`config.mk`:
```
export PLATFORM = sky130hd
export DESIGN_NAME = json_string_unescape_utf8
export DESIGN_NICKNAME = d
export VERILOG_FILES = /design/src/hdl/jsu_pkg.sv /design/src/hdl/jsu_decode.sv /design/src/hdl/json_string_unescape_utf8.sv
export SDC_FILE = /design/constraint.sdc
export NUM_CORES = 1
export LEC_CHECK = 0
export ABC_AREA = 1
export CORE_ASPECT_RATIO = 1.5
export CORE_UTILIZATION = 30
export DETAILED_ROUTE_END_ITERATION = 8
export DONT_BUFFER_PORTS = 1
export MAX_ROUTING_LAYER = met4
export PLACE_DENSITY = 0.48
export SYNTH_ARGS = -nofsm -noshare
export SYNTH_HDL_FRONTEND = slang
export SYNTH_SLANG_ARGS = --single-unit
export TNS_END_PERCENT = 1
```
`constraint.sdc`:
```
create_clock -name i_clk -period 4.26 [get_ports i_clk]
set_clock_uncertainty 0.05 [all_clocks]
set_input_delay 0.426 -clock i_clk [delete_from_list [all_inputs] [get_ports i_clk]]
set_output_delay 0.426 -clock i_clk [all_outputs]
set_load 0.05 [all_outputs]
```
`src/hdl/jsu_pkg.sv`:
```
`default_nettype none

package jsu_pkg;

    localparam int unsigned RunBytes   = 3;
    localparam int unsigned RunDepth   = 2;

    localparam logic [7:0] ChBackslash = 8'h5c;
    localparam logic [7:0] ChLowerU    = 8'h75;
    localparam logic [7:0] ChLowerN    = 8'h6e;
    localparam logic [7:0] ChLowerR    = 8'h72;
    localparam logic [7:0] ChLf        = 8'h0a;
    localparam logic [7:0] ChCr        = 8'h0d;

    localparam logic [15:0] Max1Byte   = 16'h007f;
    localparam logic [15:0] Max2Byte   = 16'h07ff;
    localparam logic [2:0]  Lead2      = 3'b110;
    localparam logic [3:0]  Lead3      = 4'b1110;
    localparam logic [1:0]  ContTag    = 2'b10;

    // One-hot escape phase
    typedef enum logic [5:0] {
        PH_TEXT = 6'b000001,
        PH_ESC  = 6'b000010,
        PH_HEX1 = 6'b000100,
        PH_HEX2 = 6'b001000,
        PH_HEX3 = 6'b010000,
        PH_HEX4 = 6'b100000
    } t_phase;

    typedef struct packed {
        logic [7:0] in_byte;
        logic       string_last;
    } t_in;

    typedef struct packed {
        logic [7:0] out_byte;
        logic       byte_valid;
        logic       run_last;
        logic       string_end;
        logic       cut_escape;
    } t_out;

    // All results caused by one input byte
    typedef struct packed {
        logic [RunBytes-1:0][7:0] bytes;
        logic [1:0]               last_idx;
        logic                     has_data;
        logic                     string_last;
        logic                     cut;
    } t_run;

    function automatic logic [3:0] hex_value(input logic [7:0] c);
        logic [3:0] v;
        v = 4'd0;
        if (c >= 8'h30 && c <= 8'h39) begin
            v = 4'(c - 8'h30);
        end else if (c >= 8'h61 && c <= 8'h66) begin
            v = 4'(c - 8'h57);
        end else if (c >= 8'h41 && c <= 8'h46) begin
            v = 4'(c - 8'h37);
        end
        return v;
    endfunction

endpackage

`default_nettype wire

```
`src/hdl/jsu_decode.sv`:
```
`default_nettype none

module jsu_decode
    import jsu_pkg::*;
(
    input  wire logic i_clk,
    input  wire logic i_rst_n,
    input  wire logic i_accept,
    input  wire t_in  i_item,
    output t_run      o_run,
    output logic      o_push
);

    t_phase      r_phase, n_phase;
    logic [11:0] r_accum, n_accum;

    logic [3:0]  hex;
    logic [15:0] code;
    logic        emits;

    always_comb begin
        hex     = hex_value(i_item.in_byte);
        code    = {r_accum, hex};
        n_phase = r_phase;
        n_accum = r_accum;
        emits   = 1'b0;
        o_run   = '0;

        unique case (r_phase)
            PH_TEXT: begin
                if (i_item.in_byte == ChBackslash) begin
                    n_phase = PH_ESC;
                end else begin
                    emits          = 1'b1;
                    o_run.bytes[0] = i_item.in_byte;
                end
            end
            PH_ESC: begin
                if (i_item.in_byte == ChLowerU) begin
                    n_phase = PH_HEX1;
                    n_accum = '0;
                end else begin
                    n_phase = PH_TEXT;
                    emits   = 1'b1;
                    if (i_item.in_byte == ChLowerN) begin
                        o_run.bytes[0] = ChLf;
                    end else if (i_item.in_byte == ChLowerR) begin
                        o_run.bytes[0] = ChCr;
                    end else begin
                        o_run.bytes[0] = i_item.in_byte;
                    end
                end
            end
            PH_HEX1: begin
                n_phase = PH_HEX2;
                n_accum = {r_accum[7:0], hex};
            end
            PH_HEX2: begin
                n_phase = PH_HEX3;
                n_accum = {r_accum[7:0], hex};
            end
            PH_HEX3: begin
                n_phase = PH_HEX4;
                n_accum = {r_accum[7:0], hex};
            end
            PH_HEX4: begin
                n_phase = PH_TEXT;
                n_accum = '0;
                emits   = 1'b1;
                if (code <= Max1Byte) begin
                    o_run.bytes[0] = code[7:0];
                    o_run.last_idx = 2'd0;
                end else if (code <= Max2Byte) begin
                    o_run.bytes[0] = {Lead2, code[10:6]};
                    o_run.bytes[1] = {ContTag, code[5:0]};
                    o_run.last_idx = 2'd1;
                end else begin
                    o_run.bytes[0] = {Lead3, code[15:12]};
                    o_run.bytes[1] = {ContTag, code[11:6]};
                    o_run.bytes[2] = {ContTag, code[5:0]};
                    o_run.last_idx = 2'd2;
                end
            end
            default: begin
                n_phase = PH_TEXT;
                n_accum = '0;
            end
        endcase

        o_run.has_data    = emits;
        o_run.string_last = i_item.string_last;
        // An unfinished escape shows only on a bare end marker
        o_run.cut         = i_item.string_last && !emits && (n_phase != PH_TEXT);
        o_push            = i_accept && (emits || i_item.string_last);

        if (i_item.string_last) begin
            n_phase = PH_TEXT;
            n_accum = '0;
        end
    end

    always_ff @(posedge i_clk) begin
        if (!i_rst_n) begin
            r_phase <= PH_TEXT;
            r_accum <= '0;
        end else if (i_accept) begin
            r_phase <= n_phase;
            r_accum <= n_accum;
        end
    end

endmodule

`default_nettype wire

```
`src/hdl/json_string_unescape_utf8.sv`:
```
`default_nettype none

// Channel  | Direction | Handshake                | Payload
// ---------+-----------+--------------------------+--------------------------------
// input    | in        | i_in_valid / o_in_ready  | i_in_data  (t_in: byte, last)
// output   | out       | o_out_valid / i_out_ready| o_out_data (t_out: byte, flags)
//
// One input byte per cycle while o_in_ready is high. A byte leaves 0 or 1 results,
// except the final hex digit of a \u escape, which leaves 1 to 3; the output register
// sends one result per cycle while i_out_ready is high, one run byte after another.
// A two-entry run buffer sits between decode and output; o_in_ready is high
// while it has a free entry, so input keeps flowing while a result waits.
// Reset is synchronous, active low, and clears the escape state and buffers.

module json_string_unescape_utf8
    import jsu_pkg::*;
(
    input  wire logic i_clk,
    input  wire logic i_rst_n,

    input  wire logic i_in_valid,
    output logic      o_in_ready,
    input  wire t_in  i_in_data,

    output logic      o_out_valid,
    input  wire logic i_out_ready,
    output t_out      o_out_data
);

    logic accept;
    logic push;
    t_run run;

    // Run buffer: small circular queue of decoded runs
    t_run       r_fifo [RunDepth];
    logic       r_wr_ptr, n_wr_ptr;
    logic       r_rd_ptr, n_rd_ptr;
    logic [1:0] r_count,  n_count;

    // Position inside the head run
    logic [1:0] r_idx, n_idx;

    t_out r_out, n_out;
    logic r_out_valid, n_out_valid;

    t_run head;
    logic load;
    logic pop;
    logic fin;

    assign o_in_ready = (r_count != 2'(RunDepth));
    assign accept     = i_in_valid && o_in_ready;

    jsu_decode u_decode (
        .i_clk    (i_clk),
        .i_rst_n  (i_rst_n),
        .i_accept (accept),
        .i_item   (i_in_data),
        .o_run    (run),
        .o_push   (push)
    );

    always_comb begin
        head = r_fifo[r_rd_ptr];
        // Advance the output register when it is empty or being taken and a run is buffered
        load = (!r_out_valid || i_out_ready) && (r_count != 2'd0);
        fin  = (r_idx == head.last_idx);
        pop  = load && fin;

        n_out       = r_out;
        n_out_valid = r_out_valid;
        n_idx       = r_idx;

        if (load) begin
            n_out_valid         = 1'b1;
            n_out.out_byte      = head.has_data ? head.bytes[r_idx] : 8'h00;
            n_out.byte_valid    = head.has_data;
            n_out.run_last      = fin;
            n_out.string_end    = fin && head.string_last;
            n_out.cut_escape    = fin && head.cut;
            n_idx               = fin ? 2'd0 : r_idx + 2'd1;
        end else if (i_out_ready) begin
            n_out_valid = 1'b0;
        end

        n_wr_ptr = push ? !r_wr_ptr : r_wr_ptr;
        n_rd_ptr = pop  ? !r_rd_ptr : r_rd_ptr;
        case ({push, pop})
            2'b10:   n_count = r_count + 2'd1;
            2'b01:   n_count = r_count - 2'd1;
            default: n_count = r_count;
        endcase
    end

    always_ff @(posedge i_clk) begin
        if (!i_rst_n) begin
            r_wr_ptr    <= 1'b0;
            r_rd_ptr    <= 1'b0;
            r_count     <= 2'd0;
            r_idx       <= 2'd0;
            r_out_valid <= 1'b0;
        end else begin
            r_wr_ptr    <= n_wr_ptr;
            r_rd_ptr    <= n_rd_ptr;
            r_count     <= n_count;
            r_idx       <= n_idx;
            r_out_valid <= n_out_valid;
        end
    end

    // Payload registers: no reset
    always_ff @(posedge i_clk) begin
        if (push) begin
            r_fifo[r_wr_ptr] <= run;
        end
        r_out <= n_out;
    end

    assign o_out_valid = r_out_valid;
    assign o_out_data  = r_out;

endmodule

`default_nettype wire

```
; ---- Word-level counts from Yosys, hierarchy flattened
; Memories as Yosys holds them, arrays and structs flattened. A register that Yosys moved wholly into a read port is not among the register bits.
; Index checks and enable logic that the tools add are counted.
; W data, S select, Z words.
[op_classes]
addsub = 6
multipliers = 0
div = 0
order_cmp = 9
eq_ne = 17
shifts = 0
n_mux = 34
bitwise_logic = 0
reduce_logical = 22
[ops]
columns = op, count
row1 = $mux W16, 3
row2 = $mux W8, 6
row3 = $pmux W12 S3, 1
row4 = $eq A8 B7 Y1 const B, 4
row5 = $pmux W6 S5, 1
row6 = $mux W12, 2
row7 = $pmux W8 S3, 1
row8 = $bmux W8 S2, 1
row9 = $ge A8 B7 Y1 const B, 2
row10 = $le A16 B11 Y1 const B, 1
row11 = $le A16 B7 Y1 const B, 1
row12 = $le A8 B7 Y1 const B, 2
row13 = $mux W4, 3
row14 = $mux W6, 2
row15 = $logic_and A1 B1 Y1, 11
row16 = $mux W10, 1
row17 = $ge A8 B6 Y1 const B, 1
row18 = $le A8 B6 Y1 const B, 1
row19 = $mux W1, 8
row20 = $sub A4 B3 Y4 const B, 2
row21 = $eq A6 B1 Y1 const B, 1
row22 = $eq A6 B2 Y1 const B, 1
row23 = $eq A6 B3 Y1 const B, 1
row24 = $eq A6 B4 Y1 const B, 1
row25 = 21 further kinds, 30
[word_totals]
reg_bits = 37
latchBits = 0
ramBits = 58
romBits = 0
input_bits = 13
out_inout_bits = 14
wordCells = 101
n_memories = 1
[mem_list]
columns = memory, depth, word_bits, read_ports, rd_clocked_by_memory_dff, wr, line
row1 = r_fifo, 2, 29, 1, 1, 1, json_string_unescape_utf8.sv:35  ; t_run r_fifo [RunDepth];

; ---- Logic depth before layout (Yosys ltp)
[logic_depth]
ltp_word = 9
depth_mapped = 14
depth_no_buf = 14

; ---- Hierarchy
; From an unflattened synthesis, not the netlist that was laid out.
[hier_totals]
hier_cells = 491
area_unflattened_um2 = 4648.2
[modules_own_cells]
columns = module, n_inst, cells_per_inst, area_each_um2, seq_area_each_um2
row1 = json_string_unescape_utf8, 1, 238, 3051.7, 2262.2
row2 = jsu_decode, 1, 253, 1596.5, 360.3

; ---- Worst setup path before layout
; No wires, ideal clock.
[synth_path]
path_type = input to register
startpoint = input i_in_data[2] (netlist bit)
endpoint = memory r_fifo[0][0] (netlist bit), enable pin
setup_time_ns = 0.409
arrival_ns = 2.273
setup_slack_ns = 1.528
cell_stages = 9
path_cell_list = inv_1 ha_1 nand2_1 nor2_4 nand2_2 nand2_2 nand4_2 nand2_1 nor2_1
[synth_between]
elab_chain_len = 7
word_cells_on_any_way = 9
cone_classes = 2 x eq/ne / 5 x mux / 2 x reduce/logical
[synth_rtl]
columns = item, line
row1 = "start, declared", json_string_unescape_utf8.sv:23  ; input wire t_in i_in_data,
row2 = $eq A8 B7 Y1 (on tied branches), "jsu_decode.sv:39, jsu_decode.sv:31"
row3 = $mux W1 (on tied branches), "jsu_decode.sv:39, jsu_decode.sv:31"
row4 = $pmux W1 S3 *, jsu_decode.sv:29  ; unique case (r_phase)
row5 = $logic_or A1 B1 Y1 *, jsu_decode.sv:94  ; o_push = i_accept && (emits || i_item.string_last);
row6 = $logic_and A1 B1 Y1 *, jsu_decode.sv:94
row7 = $mux W1 *, json_string_unescape_utf8.sv:113  ; if (push) begin
row8 = $mux W1 (implied by the code) *, json_string_unescape_utf8.sv:114  ; r_fifo[r_wr_ptr] <= run;
row9 = "end, declared", json_string_unescape_utf8.sv:35
; Mark *: on every way between the ends. The rest lies on a longest branch, timed or not.

; ---- Worst setup path after layout
[layout_path]
startpoint = register r_count[0]
endpoint = memory r_fifo[1][16] (netlist bit), enable pin
[layout_between]
elab_chain_len = 5
[layout_rtl]
columns = item, line
row1 = "start, declared", json_string_unescape_utf8.sv:38  ; logic [1:0] r_count, n_count;
row2 = "start signal, assigned", json_string_unescape_utf8.sv:105  ; r_count <= n_count;
row3 = $ne A2 B2 Y1, json_string_unescape_utf8.sv:51  ; assign o_in_ready = (r_count != 2'(RunDepth));
row4 = named net o_in_ready, json_string_unescape_utf8.sv:22  ; output logic o_in_ready,
row5 = $logic_and A1 B1 Y1, json_string_unescape_utf8.sv:52  ; assign accept = i_in_valid && o_in_ready;
row6 = $logic_and A1 B1 Y1, jsu_decode.sv:94
row7 = $mux W1, json_string_unescape_utf8.sv:113
row8 = $mux W1 (implied by the code), json_string_unescape_utf8.sv:114
; The timed path passes the listed nets, and every way through them passes these cells.

==> key figures <==
Critical path
  • CP endpoint: r_fifo[1][16]$_DFFE_PP_
  • Number of cells on the critical path: 6
  • Source of the worst register-to-register timing path: r_count[0]$_SDFFE_PN0P_
  • Critical-path cell list: inv_2, nand2_2, nand2_2, inv_1, nand3_1, inv_1
  • Sort of element at the start of the critical path: register
  • Maximum fanout along the worst path: 26
  • Req. time, crit path: about 4.2 ns
  • Register-to-register path setup slack: 1.83 ns
  • R2r worst-path depth: 6
  • Combined buffer and inverter count along the critical path: 3
  • Delay of the slowest critical-path stage: about 0.77 ns
  • Capture instance of the worst register-to-register path: r_fifo[1][16]$_DFFE_PP_
  • Critical path type: register to register
  • Slowest cell on the critical path: inv_1
  • Type of element capturing the critical path: register
  • Worst setup startpoint: r_count[0]$_SDFFE_PN0P_
  • Largest delay contributor family on the critical path: buffers and inverters
  • Critical path arrival: about 2.3 ns

Global routing
  • GRT Overall Usage: between 10% and 20%
  • Grt total ovfl: 0
  • Met1 Usage GRT: 16.65%
  • Busiest layer in global routing: met2
  • Wire length of the first global-routing pass: around 16000 um
  • Antenna violations before repair: 0
  • Routing usage on met2: 24.49%
  • Pin count of the biggest net entering global routing: 28
  • Fraction of met3 tracks used by global routing: between 2 and 2.5%
  • Via count of the first global-routing pass: 3137

Die
  • Die H: approximately 150 um
  • Rows: 53
  • Standard cell core area: 14190 um2
  • Starting density of the core: between 30% and 40%
  • IO Count: 27
  • Die area: around 15000 um2
  • Die extent in x: roughly 100 um

Route
  • Antenna-violating nets left: 0
  • Aggregate routed wire length: a little under 10000 um
  • Vias after detailed routing: roughly 3200
  • Number of DRC violations after detailed-routing iteration 0: 96
  • Count of TritonRoute iterations in the first routing pass: 4
  • Final routed wire length divided by cell count: roughly 15 um
  • DRC violations left: 0
  • Vias per inst: 4.772

Timing
  • Maximum clock frequency: roughly 400 MHz
  • Setup repair after global routing missed its margin: false
  • Max transition margin: a little under a third
  • Total negative slack: 0 ns
  • Final number of hold-violating endpoints: 0
  • Worst Tran Pin Value: between 1 and 1.5 ns
  • Fin worst setup slack: between 1.5 and 2 ns
  • Crit share post-route: 57.14%
  • Minimum clock period: about 2.4 ns
  • Pins Over Slew Limit: 0
  • Number of failing setup endpoints in the final timing report: 0

Clock network
  • Worst-path clk slew: around 0.060 ns
  • Number of buffers inserted to repair setup after CTS: 0
  • Max H-tree Level: 3
  • Total number of clock tree sinks: 90
  • Clock buffer count from CTS: 9
  • CTS Root Cell: clkbuf_16
  • CTS tree: built
  • Gates resized, CTS repair: 0
  • Max clock buf depth: 2
  • Clock latency on the worst-skew pair: around 0.33 ns
  • Number of buffers added to fix hold violations after cts: 0

Flow run
  • # Max-Cap Violations: 0

Run status
  • Run status: complete, no violations

Logic synthesis
  • Number of nets in the synthesized netlist: 484
  • Instance count of the mapped netlist: about 470
  • Number of warning messages in the yosys log: 0
  • Number of enable-type register cells in the synthesized netlist: 64
  • Post-synthesis average cell area: ~9.5 um2
  • Register bit total from synthesis: 90
  • Cell area after synthesis: roughly 4400 um2
  • Async set-reset flop share out of synthesis: 0%
  • Unique cell type count in the Yosys netlist: 42
  • Proportion of synthesized chip area in sequential cells: a little under three fifths
  • Top_reg_cell synth: edfxtp_1

Finish
  • Share of layout cells above drive strength 1: a little under a fifth
  • Commonest non-fill, non-tap cell in the layout: nand2_1
  • Most used cells in the layout excluding fill and tap cells: nand2_1 (78), edfxtp_1 (64), nor2_1 (55)
  • Final core area utilization: between 30% and 40%
  • Non-filler instance count after layout: ~670
  • Footprint of the multi-input gates: between 1500 and 2000 um2
  • Post-layout nets: 487
  • Fillcell total: about 1500
  • Number of antenna repair diodes: 0
  • Register Area: ~2400 um2
  • Area growth, synth to finish: 11.55%

Place
  • Pre-CTS setup slack: ~1.8 ns
  • Routability congestion estimate: approximately 0.91
  • Port-buffer cells: 0
  • DPL Wire Length: around 7300 um
  • Inst Count DP: 650

Power and ir drop
  • Pwr per Cell Area: between 500 and 600 nW/um2
  • Leakage power figure: 1.781 nW
  • Largest voltage drop on the vdd net: around 0.19 mV
  • Overall power: 0.002882 W

Hold path
  • Type of the tightest min-delay check: primary input to register
[state kept, by name, indices dropped and copies added, names as in the netlist, named ones only]
signal,count
u_decode.r_accum,12
r_wr_ptr,1
u_decode.r_phase,6
o_out_valid,1
o_out_data,12
r_rd_ptr,1
r_idx,2
r_count,2
r_fifo,52
[metrics by stage]
step           cell area (um2)  hold slack [ns]
6_report                  4920           0.1295
3_3_place_gp              4606           0.4194
2_1_floorplan             4410           0.4044
4_1_cts                   4920           0.1213
3_5_place_dp              4606           0.4306
5_1_grt                   4920           0.1219
[synthesized netlist by cell type (3+ instances only)]
| cell type | instances | share of area, % |
|---|---|---|
| nand2_1 | 78 | 6.6 |
| edfxtp_1 | 64 | 44 |
| nor2_1 | 56 | 4.8 |
| inv_1 | 38 | 3.2 |
| o21ai_0 | 30 | 3.4 |
| dfxtp_1 | 26 | 12 |
| nand2_2 | 23 | 3.3 |
| a21oi_1 | 22 | 2.5 |
| nand3_1 | 16 | 1.8 |
| a21oi_2 | 12 | 2.4 |
| inv_2 | 12 | 1.0 |
| nand4_1 | 9 | 1.3 |
| o22ai_1 | 9 | 1.3 |
| o21ai_1 | 8 | 0.91 |
| nor2_4 | 7 | 1.8 |
| clkbuf_1 | 5 | 0.43 |
| ha_1 | 5 | 1.4 |
| nor3_1 | 5 | 0.57 |
| nor2_2 | 4 | 0.57 |
| nor4_1 | 4 | 0.57 |
| buf_6 | 3 | 0.77 |
| nand2_4 | 3 | 0.77 |
| o21a_1 | 3 | 0.51 |
[per-layer routing]
metal | share of wire [%] | vias up
li1 | - | 1596
met1 | 43 | 1523
met2 | 52 | 45
met3 | 2.6 | 14
met4 | 1.9 | 0
met5 | 0 | -
[kinds of logic after synthesis]
kind of cell    Yosys count  synth area share (%)
buf+inv                  62                 5.901
xor+xnor                  2                0.3972
fa+ha+maj                 5                 1.418
simple gates            215                 24.48
flops                    90                 55.38
compound gates           92                 12.43
[how the worst min path moves through the flow]
stage                                          start                               end  slack [ns]  cells after the start
floorplan                    r_count[1]$_SDFFE_PN0P_           r_count[1]$_SDFFE_PN0P_        0.40                      1
global placement    u_decode.r_accum[9]$_SDFFE_PN0P_  u_decode.r_accum[9]$_SDFFE_PN0P_        0.42                      2
detailed placement  u_decode.r_accum[3]$_SDFFE_PN0P_  u_decode.r_accum[3]$_SDFFE_PN0P_        0.43                      2
CTS                                          i_rst_n  u_decode.r_phase[0]$_SDFFE_PN1P_        0.12                      1
global route                            i_in_data[0]            r_fifo[0][1]$_DFFE_PP_        0.12                      0
finish                                       i_rst_n  u_decode.r_phase[0]$_SDFFE_PN1P_        0.13                      1
[power breakdown]
group / internal, W / leakage [nW] / switching [W]
Clock: 0.000505 / 0.158 / 0.000315
Sequential: 0.00116 / 0.815 / 0.000291
Combinational: 0.000167 / 0.808 / 0.000442
Total: 0.00183 / 1.78 / 0.00105
[area by class of cell]
cell class / instances / share of cell area, %
Clock inverter: 4 / 0.9410
Multi-Input combinational cell: 314 / 34.77
Inverter: 52 / 4.018
Clock buffer: 12 / 5.443
Timing Repair Buffer: 2 / 0.3052
Sequential cell: 90 / 49.64
Tap cell: 192 / 4.883
No activity file was read; power rests on OpenSTA's default activity.
